$ cat src/hw/rtl/bls_pkg.sv
`timescale 1ns / 1ps

package bls_pkg;

  // Default coordinate width of the stepper.
  localparam int COORD_BITS_DEF = 12;

  // Depth of the queue between the decode front and the stepping back end.
  localparam int QUEUE_DEPTH_DEF = 4;

  // Request kinds carried in the input tuser bit.
  localparam logic OP_START   = 1'b0;
  localparam logic OP_ADVANCE = 1'b1;

endpackage

$ cat src/hw/rtl/bresenham_line_stepper.sv
`timescale 1ns / 1ps

// Integer Bresenham line stepper for all octants. A start request (tuser 0)
// loads both endpoints and returns the first pixel; each advance request
// (tuser 1) returns the next pixel, with tlast on the end point. An advance
// with no line in progress returns a result whose tuser is 0 and whose data
// is zero. While the output is not stalled, the block sustains one request per
// clock: the front decodes each request and computes deltas, directions and
// the initial error term, a four-entry queue decouples it from the back end,
// and the back end performs one error-term update per clock into a registered
// output. Each request passes through the queue and then the output register
// before its result shows on the output.
module bresenham_line_stepper #(
  parameter int COORD_BITS  = bls_pkg::COORD_BITS_DEF,
  parameter int QUEUE_DEPTH = bls_pkg::QUEUE_DEPTH_DEF,
  parameter int IN_DW       = ((4 * COORD_BITS + 7) / 8) * 8,
  parameter int OUT_DW      = ((2 * COORD_BITS + 7) / 8) * 8
) (
  input  logic              clk,
  input  logic              rst_n,
  input  logic              in_tvalid,
  output logic              in_tready,
  input  logic [IN_DW-1:0]  in_tdata,   // start_x, start_y, end_x, end_y
  input  logic              in_tuser,   // op
  output logic              out_tvalid,
  input  logic              out_tready,
  output logic [OUT_DW-1:0] out_tdata,  // pixel_x, pixel_y
  output logic              out_tuser,  // valid_res
  output logic              out_tlast
);
  import bls_pkg::*;

  localparam int C          = COORD_BITS;
  localparam int ENTRY_BITS = 7 * C + 5;

  logic [ENTRY_BITS-1:0] wr_entry;
  logic [ENTRY_BITS-1:0] rd_entry;
  logic                  q_valid;
  logic                  q_ready;
  logic [C-1:0]          px;
  logic [C-1:0]          py;

  bls_front #(
    .COORD_BITS (COORD_BITS),
    .ENTRY_BITS (ENTRY_BITS)
  ) u_front (
    .req_op      (in_tuser),
    .req_start_x (in_tdata[C-1:0]),
    .req_start_y (in_tdata[2*C-1:C]),
    .req_end_x   (in_tdata[3*C-1:2*C]),
    .req_end_y   (in_tdata[4*C-1:3*C]),
    .entry       (wr_entry)
  );

  bls_queue #(
    .WIDTH (ENTRY_BITS),
    .DEPTH (QUEUE_DEPTH)
  ) u_queue (
    .clk      (clk),
    .rst_n    (rst_n),
    .wr_valid (in_tvalid),
    .wr_ready (in_tready),
    .wr_data  (wr_entry),
    .rd_valid (q_valid),
    .rd_ready (q_ready),
    .rd_data  (rd_entry)
  );

  bls_back #(
    .COORD_BITS (COORD_BITS),
    .ENTRY_BITS (ENTRY_BITS)
  ) u_back (
    .clk           (clk),
    .rst_n         (rst_n),
    .q_valid       (q_valid),
    .q_ready       (q_ready),
    .q_data        (rd_entry),
    .res_valid     (out_tvalid),
    .res_ready     (out_tready),
    .res_valid_res (out_tuser),
    .res_pixel_x   (px),
    .res_pixel_y   (py),
    .res_last      (out_tlast)
  );

  // Pack the pixel with zero fill up to whole bytes.
  assign out_tdata = OUT_DW'({py, px});

endmodule

$ cat src/hw/rtl/bls_front.sv
`timescale 1ns / 1ps

module bls_front #(
  parameter int COORD_BITS = bls_pkg::COORD_BITS_DEF,
  parameter int ENTRY_BITS = 7 * COORD_BITS + 5
) (
  input  logic                  req_op,
  input  logic [COORD_BITS-1:0] req_start_x,
  input  logic [COORD_BITS-1:0] req_start_y,
  input  logic [COORD_BITS-1:0] req_end_x,
  input  logic [COORD_BITS-1:0] req_end_y,
  output logic [ENTRY_BITS-1:0] entry
);
  import bls_pkg::*;

  localparam int EB = COORD_BITS + 2;

  logic                  is_start;
  logic [COORD_BITS-1:0] dx;
  logic [COORD_BITS-1:0] dy;
  logic                  sx_neg;
  logic                  sy_neg;
  logic [EB-1:0]         err0;

  // Classify the request and work out the line setup for a start request.
  always_comb begin
    is_start = (req_op == OP_START);
    if (req_end_x >= req_start_x) begin
      dx = req_end_x - req_start_x;
    end else begin
      dx = req_start_x - req_end_x;
    end
    if (req_end_y >= req_start_y) begin
      dy = req_end_y - req_start_y;
    end else begin
      dy = req_start_y - req_end_y;
    end
    sx_neg = (req_start_x >= req_end_x);
    sy_neg = (req_start_y >= req_end_y);
    err0   = {2'b00, dx} - {2'b00, dy};
  end

  // Queue entry, lowest bit first: start flag, x0, y0, x1, y1, dx, dy,
  // x direction, y direction, initial error term.
  assign entry = {err0, sy_neg, sx_neg, dy, dx,
                  req_end_y, req_end_x, req_start_y, req_start_x, is_start};

endmodule

$ cat src/hw/rtl/bls_queue.sv
`timescale 1ns / 1ps

module bls_queue #(
  parameter int WIDTH = 8,
  parameter int DEPTH = bls_pkg::QUEUE_DEPTH_DEF
) (
  input  logic             clk,
  input  logic             rst_n,
  input  logic             wr_valid,
  output logic             wr_ready,
  input  logic [WIDTH-1:0] wr_data,
  output logic             rd_valid,
  input  logic             rd_ready,
  output logic [WIDTH-1:0] rd_data
);

  localparam int AW = (DEPTH > 1) ? $clog2(DEPTH) : 1;
  localparam int CW = $clog2(DEPTH + 1);

  logic [WIDTH-1:0] mem_r [DEPTH];
  logic [AW-1:0]    wr_ptr_r, wr_ptr_nxt;
  logic [AW-1:0]    rd_ptr_r, rd_ptr_nxt;
  logic [CW-1:0]    count_r, count_nxt;
  logic             push;
  logic             pop;

  assign wr_ready = (count_r != CW'(DEPTH));
  assign rd_valid = (count_r != '0);
  assign rd_data  = mem_r[rd_ptr_r];
  assign push     = wr_valid && wr_ready;
  assign pop      = rd_valid && rd_ready;

  // Pointer and fill count bookkeeping.
  always_comb begin
    wr_ptr_nxt = wr_ptr_r;
    rd_ptr_nxt = rd_ptr_r;
    count_nxt  = count_r;
    if (push) begin
      wr_ptr_nxt = (wr_ptr_r == AW'(DEPTH - 1)) ? '0 : wr_ptr_r + 1'b1;
    end
    if (pop) begin
      rd_ptr_nxt = (rd_ptr_r == AW'(DEPTH - 1)) ? '0 : rd_ptr_r + 1'b1;
    end
    if (push && !pop) begin
      count_nxt = count_r + 1'b1;
    end else if (pop && !push) begin
      count_nxt = count_r - 1'b1;
    end
  end

  always_ff @(posedge clk) begin
    if (!rst_n) begin
      wr_ptr_r <= '0;
      rd_ptr_r <= '0;
      count_r  <= '0;
    end else begin
      wr_ptr_r <= wr_ptr_nxt;
      rd_ptr_r <= rd_ptr_nxt;
      count_r  <= count_nxt;
    end
  end

  // Entry storage.
  always_ff @(posedge clk) begin
    if (push) begin
      mem_r[wr_ptr_r] <= wr_data;
    end
  end

endmodule

$ cat src/hw/rtl/bls_back.sv
`timescale 1ns / 1ps

module bls_back #(
  parameter int COORD_BITS = bls_pkg::COORD_BITS_DEF,
  parameter int ENTRY_BITS = 7 * COORD_BITS + 5
) (
  input  logic                  clk,
  input  logic                  rst_n,
  input  logic                  q_valid,
  output logic                  q_ready,
  input  logic [ENTRY_BITS-1:0] q_data,
  output logic                  res_valid,
  input  logic                  res_ready,
  output logic                  res_valid_res,
  output logic [COORD_BITS-1:0] res_pixel_x,
  output logic [COORD_BITS-1:0] res_pixel_y,
  output logic                  res_last
);
  import bls_pkg::*;

  localparam int C  = COORD_BITS;
  localparam int EB = C + 2;
  localparam int WB = C + 3;

  // Unpacked queue entry.
  logic          e_start;
  logic [C-1:0]  e_x0, e_y0, e_x1, e_y1, e_dx, e_dy;
  logic          e_sx, e_sy;
  logic [EB-1:0] e_err;

  assign {e_err, e_sy, e_sx, e_dy, e_dx, e_y1, e_x1, e_y0, e_x0, e_start} = q_data;

  // Line state.
  logic [C-1:0]  cur_x_r, cur_x_nxt, cur_y_r, cur_y_nxt;
  logic [C-1:0]  tgt_x_r, tgt_x_nxt, tgt_y_r, tgt_y_nxt;
  logic [C-1:0]  dx_r, dx_nxt, dy_r, dy_nxt;
  logic          sx_r, sx_nxt, sy_r, sy_nxt;
  logic [EB-1:0] err_r, err_nxt;
  logic          active_r, active_nxt;

  // Output register.
  logic          out_valid_r, out_valid_nxt;
  logic          out_res_r, out_res_nxt;
  logic [C-1:0]  out_x_r, out_x_nxt, out_y_r, out_y_nxt;
  logic          out_last_r, out_last_nxt;

  // Step arithmetic.
  logic          pop;
  logic [WB-1:0] e2, dx_w, dy_w, err_w, acc_w;
  logic          step_x, step_y;
  logic [C-1:0]  nx, ny;
  logic          at_end;

  assign q_ready = !out_valid_r || res_ready;
  assign pop     = q_valid && q_ready;

  // One Bresenham step from the current state.
  always_comb begin
    e2     = {err_r, 1'b0};
    dx_w   = {3'b000, dx_r};
    dy_w   = {3'b000, dy_r};
    err_w  = {err_r[EB-1], err_r};
    step_x = $signed(e2) > $signed(-dy_w);
    step_y = $signed(e2) < $signed(dx_w);
    acc_w  = err_w;
    nx     = cur_x_r;
    ny     = cur_y_r;
    if (step_x) begin
      acc_w = acc_w - dy_w;
      nx    = sx_r ? cur_x_r - 1'b1 : cur_x_r + 1'b1;
    end
    if (step_y) begin
      acc_w = acc_w + dx_w;
      ny    = sy_r ? cur_y_r - 1'b1 : cur_y_r + 1'b1;
    end
  end

  // Request execution and result formation.
  always_comb begin
    cur_x_nxt     = cur_x_r;
    cur_y_nxt     = cur_y_r;
    tgt_x_nxt     = tgt_x_r;
    tgt_y_nxt     = tgt_y_r;
    dx_nxt        = dx_r;
    dy_nxt        = dy_r;
    sx_nxt        = sx_r;
    sy_nxt        = sy_r;
    err_nxt       = err_r;
    active_nxt    = active_r;
    out_res_nxt   = out_res_r;
    out_x_nxt     = out_x_r;
    out_y_nxt     = out_y_r;
    out_last_nxt  = out_last_r;
    out_valid_nxt = out_valid_r && !res_ready;
    at_end        = 1'b0;
    if (pop) begin
      out_valid_nxt = 1'b1;
      if (e_start) begin
        at_end       = (e_x0 == e_x1) && (e_y0 == e_y1);
        cur_x_nxt    = e_x0;
        cur_y_nxt    = e_y0;
        tgt_x_nxt    = e_x1;
        tgt_y_nxt    = e_y1;
        dx_nxt       = e_dx;
        dy_nxt       = e_dy;
        sx_nxt       = e_sx;
        sy_nxt       = e_sy;
        err_nxt      = e_err;
        active_nxt   = !at_end;
        out_res_nxt  = 1'b1;
        out_x_nxt    = e_x0;
        out_y_nxt    = e_y0;
        out_last_nxt = at_end;
      end else if (active_r) begin
        at_end       = (nx == tgt_x_r) && (ny == tgt_y_r);
        cur_x_nxt    = nx;
        cur_y_nxt    = ny;
        err_nxt      = acc_w[EB-1:0];
        active_nxt   = !at_end;
        out_res_nxt  = 1'b1;
        out_x_nxt    = nx;
        out_y_nxt    = ny;
        out_last_nxt = at_end;
      end else begin
        out_res_nxt  = 1'b0;
        out_x_nxt    = '0;
        out_y_nxt    = '0;
        out_last_nxt = 1'b0;
      end
    end
  end

  // Control state.
  always_ff @(posedge clk) begin
    if (!rst_n) begin
      active_r    <= 1'b0;
      out_valid_r <= 1'b0;
    end else begin
      active_r    <= active_nxt;
      out_valid_r <= out_valid_nxt;
    end
  end

  // Line state and result payload.
  always_ff @(posedge clk) begin
    cur_x_r    <= cur_x_nxt;
    cur_y_r    <= cur_y_nxt;
    tgt_x_r    <= tgt_x_nxt;
    tgt_y_r    <= tgt_y_nxt;
    dx_r       <= dx_nxt;
    dy_r       <= dy_nxt;
    sx_r       <= sx_nxt;
    sy_r       <= sy_nxt;
    err_r      <= err_nxt;
    out_res_r  <= out_res_nxt;
    out_x_r    <= out_x_nxt;
    out_y_r    <= out_y_nxt;
    out_last_r <= out_last_nxt;
  end

  assign res_valid     = out_valid_r;
  assign res_valid_res = out_res_r;
  assign res_pixel_x   = out_x_r;
  assign res_pixel_y   = out_y_r;
  assign res_last      = out_last_r;

`ifndef ASSERT_OFF
  // An idle advance gives an all-zero result.
  a_idle_zero: assert property (@(posedge clk) disable iff (!rst_n)
    (out_valid_r && !out_res_r) |-> (out_x_r == '0 && out_y_r == '0 && !out_last_r))
    else $error("idle result carries a nonzero pixel");

  // Giving the end point leaves the stepper idle.
  a_last_idle: assert property (@(posedge clk) disable iff (!rst_n)
    (pop && out_last_nxt) |=> !active_r)
    else $error("stepper still active after the end point");

  // An advance taken while idle yields no pixel.
  a_advance_idle: assert property (@(posedge clk) disable iff (!rst_n)
    (pop && !e_start && !active_r) |=> (out_valid_r && !out_res_r))
    else $error("advance while idle produced a pixel");

  // While a line is active the current point differs from the end point.
  a_active_not_end: assert property (@(posedge clk) disable iff (!rst_n)
    active_r |-> !(cur_x_r == tgt_x_r && cur_y_r == tgt_y_r))
    else $error("active line already sits on its end point");
`endif

endmodule
$ cat config.mk
export PLATFORM = sky130hd
export DESIGN_NAME = bresenham_line_stepper
export DESIGN_NICKNAME = d
export VERILOG_FILES = /design/src/hw/rtl/bls_pkg.sv /design/src/hw/rtl/bresenham_line_stepper.sv /design/src/hw/rtl/bls_front.sv /design/src/hw/rtl/bls_queue.sv /design/src/hw/rtl/bls_back.sv
export SDC_FILE = /design/constraint.sdc
export NUM_CORES = 1
export LEC_CHECK = 0
export BUFFER_PORTS_ARGS = -buffer_cell sky130_fd_sc_hd__buf_4
export CORE_AREA = 2 2 316 318
export CTS_BUF_LIST = sky130_fd_sc_hd__clkbuf_4
export CTS_CLUSTER_SIZE = 8
export DETAILED_ROUTE_END_ITERATION = 8
export DIE_AREA = 0 0 318 320
export SLEW_MARGIN = 5
export SYNTH_ARGS = -nofsm -noshare
export SYNTH_HDL_FRONTEND = slang
export SYNTH_SLANG_ARGS = --single-unit
$ cat constraint.sdc
create_clock -name clk -period 11.3 [get_ports clk]
set_clock_uncertainty 0.05 [all_clocks]
set_input_delay 2.825 -clock clk [delete_from_list [all_inputs] [get_ports clk]]
set_output_delay 2.825 -clock clk [all_outputs]
set_load 0.02 [all_outputs]
==> After elaboration in Yosys (flattened, before gate mapping) <==
Memories as Yosys holds them, arrays and structs flattened. A register that Yosys moved wholly into a read port is not among the register bits.
Cells that the tools add are included.
{ "classes": {"addsub": 16, "n_lt_le_gt_ge": 6, "n_eq_ne": 7, "muxes": 32, "n_bitwise": 1, "reduce_logical": 19} }
{ "ops": {"columns": ["op", "count"], "rows": [
  ["$mux W12", 14],
  ["$mux W14", 4],
  ["$eq A12 B12 Y1", 4],
  ["$ge A12 B12 Y1", 4],
  ["$sub A12 B12 Y12", 4],
  ["$add A12 B1 Y12 const B", 2],
  ["$sub A12 B1 Y12 const B", 2],
  ["$gt A15 B15 Y1", 1],
  ["$lt A15 B13 Y1", 1],
  ["$neg A12 Y15", 1],
  ["$add A14 B12 Y14", 1],
  ["$sub A14 B13 Y14", 1],
  ["$sub A12 B12 Y13", 1],
  ["$mux W1", 8],
  ["$mux W2", 4],
  ["$logic_and A1 B1 Y1", 7],
  ["$logic_not A1 Y1", 6],
  ["$mux W3", 2],
  ["$add A2 B1 Y2 const B", 2],
  ["$eq A2 B2 Y1 const B", 2],
  ["$reduce_and A2 Y1", 2],
  ["$reduce_bool A2 Y1", 2],
  ["$add A3 B1 Y3 const B", 1],
  ["$ne A3 B3 Y1 const B", 1],
  ["other kinds (4)", 4]
]} }
{ "word_totals": {"ff_bits": 123, "ram_bits": 356, "inputBits": 53, "output_inout_bits": 28, "wordCells": 100, "memories": 1} }
{ "memory_table": {"columns": ["memory", "words", "width", "rd", "rd_clocked_by_memory_dff", "write_ports", "line_no", "source"], "rows": [
  ["u_queue.mem_r", 4, 89, 1, 1, 1, "bls_queue.sv:20", "logic [WIDTH-1:0] mem_r [DEPTH];"]
]} }

==> Logic depth before layout (Yosys ltp) <==
{ "logic_depth": {"depth_word": 8, "depth_mapped": 28, "ltp_nobuf": 27} }

==> Cells and area by module <==
A second synthesis with hierarchy kept.
{ "hier_totals": {"cells_unflattened": 1866, "hier_area_um2": 25593.3} }
{ "by_module_without_submodules": {"columns": ["module", "n_inst", "cells_each", "area_each_um2", "seq_area_each_um2"], "rows": [
  ["bls_queue", 1, 516, 13296.5, 10870.4],
  ["bls_back", 1, 897, 8862.2, 3463.3],
  ["bls_front", 1, 453, 3434.5, 0.0]
]} }

==> Worst setup path after synthesis <==
Ideal clock, no wire load.
{ "synth_path": {"path_type": "input -> register", "start": "input port in_tdata[24]", "end": "memory u_queue.mem_r[0][85] (netlist name) (data pin)", "setup_time_ps": 270, "arrival_ps": 6846, "required_time_ps": 10980, "slack_ps": 4134, "stages": 23, "n_path_buf": 1, "cell_sequence": "inv_1 ha_1 inv_1 fa_1 a21o_1 a21oi_1 o21ai_0 a221o_1 a31oi_4 buf_2 mux2i_1 xnor2_1 ha_1 nor2b_1 o21ai_0 a21boi_0 o21ai_0 a21boi_0 o21ai_0 a21boi_0 o21ai_0 nand2b_1 xor2_1"} }
{ "synth_between": {"elab_chain_len": 3, "word_cells_on_any_way": 5, "classes_between": "add/sub: 3; order compare: 1; mux: 1"} }
{ "synth_lines": {"columns": ["item", "line_no", "source"], "rows": [
  ["from (decl)", "bresenham_line_stepper.sv:23", "input logic [IN_DW-1:0] in_tdata,"],
  ["$sub A12 B12 Y12, or another cell as far along", "bls_front.sv:31", "dx = req_start_x - req_end_x;"],
  ["$mux W12 *", "bls_front.sv:28", "if (req_end_x >= req_start_x) begin"],
  ["named net u_front.dx[2]", "bls_front.sv:19", "logic [COORD_BITS-1:0] dx;"],
  ["$sub A12 B12 Y13 *", "bls_front.sv:40", "err0 = {2'b00, dx} - {2'b00, dy};"],
  ["named net u_front.entry[85]", "bls_front.sv:12", "output logic [ENTRY_BITS-1:0] entry"],
  ["to (decl)", "bls_queue.sv:20", null]
]} }
Mark *: on every way through the listed nets, which the timed path passes. The rest lies on a longest branch.

==> Worst setup path after layout <==
{ "layout_path": {"start": "input port in_tdata[24]", "end": "memory u_queue.mem_r[0][87] (netlist name) (data pin)"} }
Same word-level chain as after synthesis.

==> out/metrics.csv <==
stage;metric;value;unit
clocking;clk_pin_slew_worst_paths;0.06;ns
timing;timing.setup.tns;0;ns
drt;via_count;15132;
timing;fin_crit_sh;64.3;%
floorplanning;core;0.0980;mm²
timing;hold_viol_final;0;
drt;wl_per_cell;18.4;µm
hold_path;holdPathStages;2;
layout;fill_cells;9934;
logic_synthesis;postSynthCellCount;1772;
clocking;clockBufferDepth;3;
pwr;peakVddDrop;107;µV
logic_synthesis;ys_ff_latch;477;
logic_synthesis;synthTopCellsByArea;edfxtp_1 57%, mux4_2 8.0%, ha_1 7.1%;
hold_path;min-delay-path-class;register to register;
logic_synthesis;synth_edf_count;466;
floorplanning;die_area;0.102;mm²
critical_path;cp_common_cell;o21ai_0;
critical_path;cp_slowest_cell;a31oi_4;
drt;drt_first_pass_iters;7;
timing;slew_viol_final;0;
clocking;cts_tree;done;
logic_synthesis;synth_nets;1973;
layout;layout-drive-gt1-share;19.8;%
logic_synthesis;synth-simple-area-share;7.67;%
layout;regMostFlops;u_queue.mem_r;
pwr;leakagePower;0.0102;µW
placed_design;dp.cells;3097;
clocking;cts-root-buf;clkbuf_4;
grt;track_usage;11.9;%
grt;antenna_found_initial;3;
pwr;power_density;303;mW/mm²
logic_synthesis;synth_ff_type;edfxtp_1;
job;maxCapViolCount;0;
timing;period_minus_slack;7.27;ns
drt;drt_iter0_markers;1006;
layout;areaGrowthSynthToFinish;15.4;%
logic_synthesis;synth-xor-area-share;5.03;%
timing;setup_viol;0;
clocking;htreeDepth;4;
drt;post-route-drc-count;0;
drt;ant_nets;0;
timing;max_freq;0.138;GHz
critical_path;cp_data_arrival_time;7.90;ns
logic_synthesis;avgSynthCellArea;13.8;µm²
placed_design;port_buffers;80;
clocking;cts.repair.resized;0;
timing;setup_ws;4.03;ns
clocking;cts_buffers;130;
logic_synthesis;synthMuxAreaShare;9.51;%
clocking;clock_latency;0.93;ns
critical_path;critical_path.max_stage_delay;0.56;ns
clocking;cts_hold_buf;0;
logic_synthesis;synth_top_family_by_area;multiplexers;
floorplanning;die_x;318;µm
clocking;cts_setup_buffers;0;
logic_synthesis;synth_compound_area_share;8.54;%
grt;grt_pass1_wl;92400;µm
placed_design;place_congestion;0.841;
critical_path;critPathKind;input port to register;
critical_path;cp_max_fo;16;
placed_design;place_area;0.0265;mm²
critical_path;start_kind;input port;
timing;rsz0062_at_grt;false;
floorplanning;fp-row-count;115;
clocking;cts.sinks;477;
drt;vias_per_cell;4.56;
grt;gr-total-overflow;0;
drt;wl;61000;µm
timing;slew_headroom;19.5;%
placed_design;place_ws;3.15;ns
critical_path;cp-end-kind;register;
logic_synthesis;async_flop_share;0;%
logic_synthesis;ys_seq_area_share;58.3;%
logic_synthesis;ys_warn_count;0;
grt;grt_pass1_vias;15737;
logic_synthesis;yosysTopAreaCell;edfxtp_1;
logic_synthesis;synthAdderAreaFrac;7.90;%
logic_synthesis;ys_types;77;
floorplanning;ios;81;
floorplanning;start_util;24.9;%
status;run_status;finished, final reports clean;
pwr;total_power;8540;µW
floorplanning;dieHeight;320;µm
timing;worst_pin_slew;1.21;ns
critical_path;worstRegToRegCells;24;
grt;grt_max_degree;64;
critical_path;cp.required;11.93;ns
logic_synthesis;synth_top_area_share;57.4;%
layout;largest_reg_flops;352;
layout;top_regs;u_queue.mem_r (352), u_back.err_r (14);
layout;final_cells;3322;
logic_synthesis;syn_area;0.0244;mm²
layout;num-nets-final;2143;
placed_design;dp_hpwl;43200;µm
critical_path;crit_path_cell_trace;buf_4 -> inv_1 -> ha_1 -> inv_1 -> fa_1 -> a21o_1 -> a21oi_1 -> o21ai_0 -> a221o_1 -> a31oi_4 -> mux2i_1 -> xnor2_1 -> ha_1 -> nor2b_1 -> o21ai_0 -> a21boi_0 -> o21ai_0 -> a21boi_0 -> o21ai_0 -> a21boi_0 -> o21ai_0 -> nand2b_1 -> a31oi_1;
layout;fin_area;0.0281;mm²
-- critical path: cells and delay by family --
kind	cells	cell delay (ns)
multiplexers	1	0.18
AND/OR/NAND/NOR	2	0.26
XOR/XNOR	1	0.46
buffers and inverters	3	0.25
adder cells (fa/ha/maj)	3	0.88
AO/OA/AOI/OAI	13	3.03
-- metrics by stage --
step	util [%]	hold WS [ns]
global route	28.7	0.474
global placement	27.1	0.417
finish	28.7	0.445
detailed placement	27.1	0.434
CTS	28.7	0.448
floorplan	-	0.417
-- metal layers --
metal / track usage, % / up-vias / share of wire (%)
li1: - / 7116 / -
met3: 2.64 / 80 / 5.5
met1: 16.0 / 7527 / 47
met4: 4.71 / 0 / 1.9
met2: 18.5 / 409 / 46
met5: 0 / - / 0
-- cells in the mapped netlist, types with 15 or more instances --
cell and n:
a21o_1 26, a21oi_1 85, and2_1 35, clkbuf_1 38, edfxtp_1 466, ha_1 138, inv_1 137, mux2i_1 27
mux4_2 87, nand2_1 103, nand3_1 25, nand4_1 15, nor2_1 108, nor2b_1 18, nor3_1 22, o21ai_0 61
xnor2_1 82, xor2_1 45
-- final cells by class --
type | count | area (µm²) | area share, %
antenna | 4 | 10.0 | 0.0356
clock buffer | 171 | 1280 | 4.56
clock inverter | 50 | 312 | 1.11
inverter | 137 | 514 | 1.83
multi-input combinational | 1101 | 9470 | 33.7
sequential | 477 | 14200 | 50.5
tap | 1287 | 1610 | 5.72
timing repair buffer | 95 | 713 | 2.53
-- logic make-up after synthesis --
family,after synthesis
buffers and inverters,194
muxes,122
xor gates and xnor gates,132
and+or+nand+nor,385
DFF,477
AOI/OAI and AO/OA,314
adders and majority gates,148
-- cell usage in the layout (no fill, tap or decap), types with 5 or more instances in the layout --
master / count
ha_1: 138
edfxtp_1: 466
o211ai_1: 10
nor3_1: 22
o21ai_1: 5
mux2i_1: 27
dfxtp_1: 9
o2111ai_1: 6
clkinv_1: 34
nand2b_1: 9
o31ai_1: 11
a21oi_1: 84
mux2_2: 7
a21boi_0: 10
xnor2_1: 82
fa_1: 10
a21o_1: 26
a31oi_1: 14
xor2_1: 45
o21a_1: 12
nor2_1: 106
nand2_1: 103
nand4_1: 15
nor4_1: 11
mux4_2: 87
inv_1: 137
clkbuf_4: 171
buf_4: 95
and2_1: 35
nand3_1: 25
nor2b_1: 18
o21ai_0: 60
or3_1: 10
a211oi_1: 14
o21bai_1: 13
-- path summary, 6_finish.rpt --
| path | from | endpoint | slack (ns) |
|---|---|---|---|
| max | in_tdata[24] | u_queue.mem_r[0][87] | 4.03 |
| min | u_back.res_valid | u_back.res_valid | 0.44 |
| max reg2reg | u_back.dy_r[2] | u_back.err_r[13] | 4.80 |
| min reg2reg | u_back.res_valid | u_back.res_valid | 0.44 |
-- power breakdown --
group	internal [µW]	switching, µW	leakage (µW)
registers	2570	301	0.00440
logic	1700	2460	0.00485
clock network	779	730	0.000930
Power figures use the tool's default switching activity.
